File: src/rtl/core/pdld_pkg.sv
package pdld_pkg;

	// full-scale level and the hold time that reaches it
	localparam int unsigned LEVEL_W      = 12;
	localparam int unsigned SEG_W        = 16;
	localparam int unsigned HOLD_W       = 10;
	localparam logic [LEVEL_W-1:0] LEVEL_MAX = 12'd4095;
	localparam logic [31:0] HOLD_FULL_MS = 32'd1000;

	// per-channel hold measurement handed from the state stage to the level stage
	typedef struct packed {
		logic              hit;
		logic [1:0]        channel;
		logic              saturated;
		logic [HOLD_W-1:0] hold_ms;
	} hold_t;

	// seven-segment code of one decimal digit
	function automatic logic [7:0] seg_code(input logic [3:0] digit);
		logic [7:0] code;
		case (digit)
			4'd0: code = 8'h3F;
			4'd1: code = 8'h06;
			4'd2: code = 8'h5B;
			4'd3: code = 8'h4F;
			4'd4: code = 8'h66;
			4'd5: code = 8'h6D;
			4'd6: code = 8'h7D;
			4'd7: code = 8'h27;
			4'd8: code = 8'h7F;
			4'd9: code = 8'h67;
			default: code = 8'h00;
		endcase
		return code;
	endfunction

endpackage

File: src/rtl/core/pdld_hold.sv
module pdld_hold #(
	parameter int unsigned CHANNELS = 3
) (
	input  logic              clk,
	input  logic              arst_n,
	input  logic              valid,
	input  logic              advance,
	input  logic [1:0]        channel,
	input  logic [31:0]       now_ms,
	output pdld_pkg::hold_t   hold
);
	import pdld_pkg::*;

	logic [CHANNELS-1:0] armed_q;
	logic [31:0]         start_q [CHANNELS];
	logic [CHANNELS-1:0] sel;
	logic [31:0]         start_sel;
	logic [31:0]         hold_full;
	logic                armed_hit;

	// channel decode and selected start time
	always_comb begin
		start_sel = '0;
		for (int i = 0; i < CHANNELS; i++) begin
			sel[i] = (int'(channel) == i);
			if (sel[i]) begin
				start_sel = start_q[i];
			end
		end
		armed_hit = |(sel & armed_q);
	end

	// hold time, modulo the timer wrap
	assign hold_full = now_ms - start_sel;

	always_comb begin
		hold.hit       = valid && armed_hit;
		hold.channel   = channel;
		hold.saturated = (hold_full > HOLD_FULL_MS);
		hold.hold_ms   = hold_full[HOLD_W-1:0];
	end

	// arm on the first edge, disarm on the second
	always_ff @(posedge clk or negedge arst_n) begin
		if (!arst_n) begin
			armed_q <= '0;
		end else if (valid && advance) begin
			for (int i = 0; i < CHANNELS; i++) begin
				if (sel[i]) begin
					armed_q[i] <= !armed_q[i];
				end
			end
		end
	end

	// start stamp captured when a channel arms
	always_ff @(posedge clk) begin
		if (valid && advance) begin
			for (int i = 0; i < CHANNELS; i++) begin
				if (sel[i] && !armed_q[i]) begin
					start_q[i] <= now_ms;
				end
			end
		end
	end

endmodule

File: src/rtl/core/pdld_level.sv
module pdld_level (
	input  pdld_pkg::hold_t                        hold,
	output logic [pdld_pkg::LEVEL_W-1:0]           level,
	output logic [pdld_pkg::SEG_W-1:0]             segment_pattern
);
	import pdld_pkg::*;

	// 2^22 * 19 / 200 approximated from above, exact floor(19*hold/200) for holds up to 1023
	localparam logic [28:0] FRAC_RECIP = 29'd398468;

	logic [28:0] frac_prod;
	logic [6:0]  frac;
	logic [18:0] pct_prod;
	logic [15:0] dec_prod;
	logic [6:0]  pct;
	logic [3:0]  tens;
	logic [6:0]  ones_wide;
	logic [3:0]  ones;

	// level = 4*hold + floor(19*hold/200), exact for holds up to the full-scale time
	always_comb begin
		frac_prod = 29'(hold.hold_ms) * FRAC_RECIP;
		frac      = frac_prod[28:22];
		if (hold.saturated) begin
			level = LEVEL_MAX;
		end else begin
			level = {hold.hold_ms, 2'b00} + LEVEL_W'(frac);
		end
	end

	// percentage digits: tens = level*10/4096, ones = level*100/4096 mod 10
	always_comb begin
		pct_prod  = 19'(level) * 19'd100;
		dec_prod  = 16'(level) * 16'd10;
		pct       = pct_prod[18:12];
		tens      = dec_prod[15:12];
		ones_wide = pct - 7'(tens) * 7'd10;
		ones      = ones_wide[3:0];
		segment_pattern = {seg_code(ones), seg_code(tens)};
	end

endmodule

File: src/rtl/core/press_duration_level_display.sv
// Press-duration level display. Each switch edge arrives as one transaction on the
// slave stream: the channel (0 red, 1 green, 2 blue) in s_tuser and the millisecond
// time stamp in s_tdata. An edge on an unarmed channel arms it and gives no result;
// an edge on an armed channel disarms it and gives one result with the new 12-bit
// level, min(hold*4095/1000, 4095), and the seven-segment pattern of its percentage
// (ones digit in bits 27:20 of m_tdata, tens digit in bits 19:12). Channel codes at
// or above CHANNELS are dropped. One transaction is accepted per cycle while m_tready
// does not hold the stages back. A result passes the input register, the hold stage
// with the per-channel arm/start state, and the output register after the level and
// digit logic. Edges to the same channel may follow back to back.
module press_duration_level_display #(
	parameter int unsigned CHANNELS = 3
) (
	input  logic        clk,
	input  logic        arst_n,
	input  logic        s_tvalid,
	output logic        s_tready,
	input  logic [31:0] s_tdata,   // [31:0] now_ms
	input  logic [1:0]  s_tuser,   // [1:0] channel
	output logic        m_tvalid,
	input  logic        m_tready,
	output logic [31:0] m_tdata,   // [11:0] level, [27:12] segment_pattern, [31:28] zero
	output logic [1:0]  m_tuser    // [1:0] channel_out
);
	import pdld_pkg::*;

	logic                 valid_s1;
	logic [1:0]           channel_s1;
	logic [31:0]          now_s1;
	logic                 valid_s2;
	hold_t                hold_s2;
	hold_t                hold_next;
	logic                 ready_s2;
	logic                 out_ready;
	logic                 m_valid_q;
	logic [LEVEL_W-1:0]   level_q;
	logic [SEG_W-1:0]     seg_q;
	logic [1:0]           channel_q;
	logic [LEVEL_W-1:0]   level_next;
	logic [SEG_W-1:0]     seg_next;

	// stall chain, each stage moves when the next has room
	assign out_ready = !m_valid_q || m_tready;
	assign ready_s2  = !valid_s2 || out_ready;
	assign s_tready  = !valid_s1 || ready_s2;

	// input register
	always_ff @(posedge clk or negedge arst_n) begin
		if (!arst_n) begin
			valid_s1 <= 1'b0;
		end else if (s_tready) begin
			valid_s1 <= s_tvalid;
		end
	end

	always_ff @(posedge clk) begin
		if (s_tvalid && s_tready) begin
			channel_s1 <= s_tuser;
			now_s1     <= s_tdata;
		end
	end

	// per-channel state and hold time
	pdld_hold #(
		.CHANNELS(CHANNELS)
	) u_hold (
		.clk    (clk),
		.arst_n (arst_n),
		.valid  (valid_s1),
		.advance(ready_s2),
		.channel(channel_s1),
		.now_ms (now_s1),
		.hold   (hold_next)
	);

	// hold register, arming edges become bubbles here
	always_ff @(posedge clk or negedge arst_n) begin
		if (!arst_n) begin
			valid_s2 <= 1'b0;
		end else if (ready_s2) begin
			valid_s2 <= hold_next.hit;
		end
	end

	always_ff @(posedge clk) begin
		if (ready_s2 && hold_next.hit) begin
			hold_s2 <= hold_next;
		end
	end

	// level and digit patterns
	pdld_level u_level (
		.hold           (hold_s2),
		.level          (level_next),
		.segment_pattern(seg_next)
	);

	// output register
	always_ff @(posedge clk or negedge arst_n) begin
		if (!arst_n) begin
			m_valid_q <= 1'b0;
		end else if (out_ready) begin
			m_valid_q <= valid_s2;
		end
	end

	always_ff @(posedge clk) begin
		if (out_ready && valid_s2) begin
			level_q   <= level_next;
			seg_q     <= seg_next;
			channel_q <= hold_s2.channel;
		end
	end

	assign m_tvalid = m_valid_q;
	assign m_tdata  = {4'b0000, seg_q, level_q};
	assign m_tuser  = channel_q;

endmodule
File: config.mk
export PLATFORM = sky130hd
export DESIGN_NAME = press_duration_level_display
export DESIGN_NICKNAME = d
export VERILOG_FILES = /design/src/rtl/core/pdld_pkg.sv /design/src/rtl/core/pdld_hold.sv /design/src/rtl/core/pdld_level.sv /design/src/rtl/core/press_duration_level_display.sv
export SDC_FILE = /design/constraint.sdc
export NUM_CORES = 1
export LEC_CHECK = 0
export BUFFER_PORTS_ARGS = -buffer_cell sky130_fd_sc_hd__clkbuf_2
export CAP_MARGIN = 25
export CORE_UTILIZATION = 64
export CTS_BUF_LIST = sky130_fd_sc_hd__clkbuf_2 sky130_fd_sc_hd__clkbuf_4 sky130_fd_sc_hd__clkbuf_8
export DETAILED_ROUTE_END_ITERATION = 8
export GPL_ROUTABILITY_DRIVEN = 0
export PLACE_DENSITY = 0.91
export RECOVER_POWER = 50
export SYNTH_ARGS = -nofsm -noshare
export SYNTH_HDL_FRONTEND = slang
export SYNTH_SLANG_ARGS = --single-unit
File: constraint.sdc
create_clock -name clk -period 10.9 [get_ports clk]
set_clock_uncertainty 0.1 [all_clocks]
set_input_delay 1.635 -clock clk [delete_from_list [all_inputs] [get_ports clk]]
set_output_delay 1.635 -clock clk [all_outputs]
set_load 0.1 [all_outputs]
## Yosys cells after proc, flatten, opt, wreduce, memory -nomap -nowiden

Memory sizes are Yosys's and may differ from the RTL's. A register that Yosys moved wholly into a read port is not among the register bits.
Cells that the tools add are included.

- Register bits: 83
- Latch bits: 0
- RAM bits: 96
- Bits in read-only memories: 224
- Input bits: 38
- Output and inout bits: 36
- Logic and storage cells: 71
- Memories kept: 3

- Add/subtract/negate cells: 3
- $mul: 4
- Div/mod/pow operators: 0
- Magnitude comparators: 1
- Eq/ne operators: 2
- Shifts and indexed selects: 0
- Multiplexer cells: 19
- Bitwise logic cells: 1
- Reductions and logical operators: 24

Memories:

| name | depth | bits a word | rd ports | clocked after Yosys merged registers in | write ports | RTL line | text |
|---|---|---|---|---|---|---|---|
| (no name shown) | 16 | 7 | 1 | 1 | 0 | pdld_pkg.sv:21 | `case (digit)` |
| (no name shown) | 16 | 7 | 1 | 1 | 0 | pdld_pkg.sv:21 |  |
| u_hold.start_q | 3 | 32 | 3 | 0 | 1 | pdld_hold.sv:15 | `logic [31:0] start_q [CHANNELS];` |

Operators by type and width:

| cell | count |
|---|---|
| two-way mux 32 bit | 5 |
| OR reduction 32 bit | 2 |
| greater-than comparator 32 x 10 -> 1 bit, second input constant | 1 |
| subtractor 32 bit | 1 |
| multiplier 10 x 17 -> 27 bit, second input constant | 1 |
| multiplier 12 x 3 -> 15 bit, second input constant | 1 |
| multiplier 12 x 5 -> 14 bit, second input constant | 1 |
| adder 12 x 7 -> 12 bit | 1 |
| two-way mux 12 bit | 1 |
| two-way mux 1 bit | 11 |
| logical AND 1 bit | 8 |
| logical NOT 1 bit | 6 |
| AND reduction 2 bit | 3 |
| == test 2 bit, second input constant | 2 |
| multiplier 4 x 3 -> 3 bit, second input constant | 1 |
| two-way mux 2 bit | 2 |
| subtractor 4 bit | 1 |
| AND 3 bit | 1 |
| logical OR 1 bit | 3 |
| OR reduction 3 bit | 1 |
| logical NOT 2 bit | 1 |

## Longest topological paths before layout

- Depth in word-level cells: 9
- Mapped depth: 46
- Gate-level depth less buffers: 46

## Cells and area by module

A second synthesis with hierarchy kept.

- Cells, all modules: 992
- Area, all modules: 11,808.8 um2

Modules (own cells, without submodules):

| module | times used | cells an instance | area an instance (um2) |
|---|---|---|---|
| pdld_hold | 1 | 491 | 5,621.6 |
| pdld_level | 1 | 406 | 3,667.3 |
| press_duration_level_display | 1 | 95 | 2,519.9 |

## Worst setup path before layout

OpenSTA, ideal clock, no wires.

- Kind: register to register
- Start point: register hold_s2[6] in the netlist's numbering
- End point: register seg_q[13], data pin
- Library setup time: 142 ps
- Data arrival time: 9,496 ps
- Required time: 10,658 ps
- Setup slack: 1,163 ps
- Cell stages (with the launch flop): 42
- Buffers on the path: 0
- Period minus slack after synthesis: 9,737 ps
- Cell sequence: edfxtp_1 -> ha_1 -> ha_1 -> inv_1 -> fa_1 -> inv_1 -> ha_1 -> fa_1 -> ha_1 -> a211oi_1 -> o21ai_1 -> a21oi_1 -> o21bai_1 -> a21oi_1 -> o21bai_1 -> a21oi_1 -> o21ai_0 -> xnor2_1 -> (+6 left out) -> ha_1 -> and4_1 -> nor2b_1 -> a32o_1 -> nor2_1 -> nand2_1 -> a21oi_1 -> xor2_1 -> inv_1 -> fa_1 -> xnor2_1 -> xnor2_1 -> xnor2_1 -> xnor2_1 -> xor3_1 -> xnor3_1 -> or2_1 -> o21ai_2

- Longest elaborated chain between the ends: 6

RTL lines:

| element | RTL line | text |
|---|---|---|
| start, declared | press_duration_level_display.sv:31 | `hold_t hold_s2;` |
| start signal, assigned | press_duration_level_display.sv:87 | `hold_s2 <= hold_next;` |
| multiplier 10 x 17 -> 27 bit | pdld_level.sv:22 | `frac_prod = 29'(hold.hold_ms) * FRAC_RECIP;` |
| adder 12 x 7 -> 12 bit (*) | pdld_level.sv:27 | `level = {hold.hold_ms, 2'b00} + LEVEL_W'(frac);` |
| two-way mux 12 bit (*) | pdld_level.sv:24 | `if (hold.saturated) begin` |
| via level_next[8] | press_duration_level_display.sv:39 | `logic [LEVEL_W-1:0] level_next;` |
| multiplier 12 x 3 -> 15 bit | pdld_level.sv:34 | `dec_prod = 16'(level) * 16'd10;` |
| multiplier 4 x 3 -> 3 bit | pdld_level.sv:37 | `ones_wide = pct - 7'(tens) * 7'd10;` |
| subtractor 4 bit (*) | pdld_level.sv:37 |  |
| end, declared | press_duration_level_display.sv:37 | `logic [SEG_W-1:0] seg_q;` |

The timed path passes the listed nets; every way through them passes the cells marked *.
A chain may end at the register's enable or synchronous reset.

## Worst setup path in the final report

- Start point: register hold_s2[8] in the netlist's numbering
- End point: register seg_q[13], data pin

- Longest elaborated chain between the ends: 6

RTL lines:

| element | RTL line |
|---|---|
| multiplier 10 x 17 -> 27 bit (*) | pdld_level.sv:22 |
| adder 12 x 7 -> 12 bit (*) | pdld_level.sv:27 |
| two-way mux 12 bit (*) | pdld_level.sv:24 |
| via level_next[7] | press_duration_level_display.sv:39 |
| multiplier 12 x 3 -> 15 bit | pdld_level.sv:34 |
| multiplier 4 x 3 -> 3 bit | pdld_level.sv:37 |
| subtractor 4 bit (*) | pdld_level.sv:37 |

Marked as above.

==> flow_summary.toml <==
[clocking]
clkLatencyLatePin_ns = 0.48
clockBufferDepth = 2
cts_sinks = 177
cts_tree = "done"
cts_root_buf = "clkbuf_8"
h-tree-depth = 4
path_clk_slew_ns = 0.09
holdBufCountCts = 0
cts-buffers-inserted = 17

[setup_path]
crit_path_end_kind = "register"
critPathMaxFanout = 9
slowest_delay_ns = 0.57
r2r_setup_slack_ns = 0.37
worstSetupPathDepth = 42
crit_start = "hold_s2[8]"
r2r_start = "hold_s2[8]"
slowest_stage = "edfxtp_1"
startpoint_type = "register"
worst-path-buf-inv = 4
cp-endpoint = "seg_q[13]"
critPathMostFrequentCell = "ha_1"
r2r_end = "seg_q[13]"
crit_family = "adder cells"
path_class = "register to register"
ff2ff_path_depth = 42
cp.required_ns = 11.12
crit_arrival_ns = 10.75

[final_layout]
layout_commonest_cell = "ha_1"
syn_to_final_growth_pct = 9.791
layout-drive-gt1-share = 0.1371
finalInstanceArea_sq_um = 12650
mostFrequentLayoutCells = "176 x ha_1, 171 x edfxtp_1, 77 x inv_1"
nNetsFinal = 1295
n_antenna_cell = 0

[floorplan]
dieHeight_um = 136.2
start_util = 0.6618
num_rows = 48
io_pins = 74
coreArea_sq_um = 17420
dieWidth_um = 136.2
die-area_sq_um = 18550

[outcome]
run_status = "complete, but fails checks"
violations = "capacitance limit, slew limit"

[global_route]
antenna_found_initial = 0
grt_pass1_vias = 7886
grt_use_total = 0.2614
grt_pass1_wl_um = 37050
grt_overflow = 0
grt_max_degree = 40

[synthesis]
ys_ff_latch = 177
synth_area_leaders = "edfxtp_1 45%, ha_1 19%, fa_1 3.8%"
synth.avg_cell_area_sq_um = 11.81
synth.top_cell.area_share = 0.4455
synth_ff_type = "edfxtp_1"
yosys_warnings = 0
async_flop_share = 0.03390
synthesis.area_sq_um = 11530
synth_cell_type_count = 75
synth_edf_count = 171
syn-instance-count = 976
synth-seq-area-share = 0.4585
synth_area_leader_cell = "edfxtp_1"

[detailed_routing]
wl_met1_um = 9442
ant_nets = 0
drc = 0
finalWirelength_um = 23150
routedWlPerCell_um = 17.85
drtPass1Iterations = 5
viasPerCell = 6.160
drtIter0Drc = 621
met3_length_um = 1547
dr_wl_met2_um = 11510
vias = 7989
top_layer_used = "met4"

[sta]
min_period_ns = 10.53
setup_slack_ns = 0.3708
final_hold_viol_count = 0
tightest_slew_ns = 2.736
drv_slew = 115
setup_viol = 0
hold_ws_ns = 0.3397
max_freq_ghz = 0.09497
worst_slew_margin_rel = -0.8240
finalCritPeriodShare = 0.9660

[pwr]
internal_power_mw = 1.458
netSwitchingPower_mw = 0.9113
p_leak_nw = 5.341
switching_share = 0.3847
pwr-share-comb = 0.428
p_per_area_nw_per_um2 = 187.2
seq_power_share = 0.361
max-vdd-ir-drop_uv = 138.6
p_clk_frac = 0.211

[run]
cap_violations = 3

[placement]
dp_hpwl_um = 17270
post-place-ws_ns = -0.03601
io_buffers = 67
dpl_cell_area_sq_um = 12150

[worst_hold_path]
min_path_type = "register to register"
## cell usage after synthesis, types with 3 or more instances
library cell	count
a31oi_1	7
xor2_1	10
nand2_1	47
nand4_1	10
nor2b_1	14
a211oi_1	11
o21ai_1	8
and2_1	4
xnor2_1	24
clkbuf_1	13
dfrtp_1	6
o31ai_1	4
o21ai_0	29
a211o_1	3
nor3_1	14
buf_2	4
buf_4	7
or2_1	3
and3_1	3
nor4_1	6
a21oi_1	74
o32a_1	3
o211ai_1	4
nor3b_1	4
o211a_1	3
mux2i_1	37
o21a_1	6
or2_2	7
nand2b_1	11
inv_1	77
fa_1	22
and4_1	3
a21o_1	17
o21bai_1	5
nor2_1	62
a221oi_1	4
edfxtp_1	171
a311oi_1	3
ha_1	176
or3_1	6
nand3_1	11
or4_1	3
## power by group through the flow
stage	registers, mW	logic (mW)	clock network [mW]
floorplan	0.895	0.691	0
global route	0.859	1.12	0.528
detailed placement	0.869	0.958	0
CTS	0.854	0.973	0.506
global placement	0.864	0.891	0
finish	0.854	1.02	0.500
## cell type report
class | count | area [sq um]
Tap cell | 225 | 281.5
Multi-Input combinational cell | 699 | 5881
Clock inverter | 15 | 219.0
Inverter | 78 | 292.8
Fill cell | 1104 | 4762
Timing Repair Buffer | 86 | 461.7
Clock buffer | 17 | 234.0
Sequential cell | 177 | 5285
## layer usage
metal,up-vias,track usage
met2,339,0.4518
met4,0,0.1185
met1,3807,0.3163
li1,3773,-
met5,-,0
met3,70,0.04884
## worst min path at each step
stage,endpoint,cells after the start,slack (ns),startpoint
after global routing,m_tuser[0],0,0.36,hold_s2[11]
final,m_tuser[0],0,0.34,hold_s2[11]
after detailed placement,m_tuser[0],0,0.32,hold_s2[11]
after CTS,m_tuser[0],0,0.34,hold_s2[11]
after floorplan,m_tuser[0],0,0.30,hold_s2[11]
after global placement,m_tuser[0],0,0.30,hold_s2[11]
## cell families (layout without fill, tap and decap cells)
logic type                 Yosys count  after routing  share of synthesized area
xor gates and xnor gates            37             37                    0.03126
other                                1              6                  0.0003253
AOI/OAI and AO/OA                  205            205                     0.1164
muxes                               39             39                    0.03409
adders and majority gates          198            198                     0.2293
and+or+nand+nor                    214            214                    0.09260
DFF                                177            177                     0.4585
buffers and inverters              105            196                    0.03756
## flip-flops by register name, indices dropped and copies added (netlist names), 2 cells and up
signal          cells
now_s1             32
m_tuser             2
level_q            12
channel_s1          2
u_hold.start_q     96
seg_q              14
u_hold.armed_q      3
hold_s2            13
## worst register-to-register path, delay by kind of cell (launching register included)
family	cells	cell delay [ns]
compound gates	13	2.38
flops	1	0.57
buf+inv	4	0.20
xor+xnor	8	1.68
simple gates	6	1.45
fa+ha+maj	11	4.00
## metrics by stage
| step | std cells | utilization | setup TNS [ns] | total power [mW] |
|---|---|---|---|---|
| final | 1297 | 0.7266 | 0 | 2.369 |
| after global routing | 1297 | 0.7266 | -0.06986 | 2.511 |
| after CTS | 1292 | 0.7236 | 0 | 2.332 |
| after detailed placement | 1260 | 0.6976 | -0.09619 | 1.827 |
| after global placement | 1259 | 0.6967 | 0 | 1.756 |
| after floorplan | 981 | - | 0 | 1.586 |
## timing repair
item,CTS,global route
gates cloned,0,0
setup buffers,0,5
pin swaps,0,1
resized for setup,2,13
endpoints found under the setup margin,6,7
No activity file was read; power rests on OpenSTA's default activity.
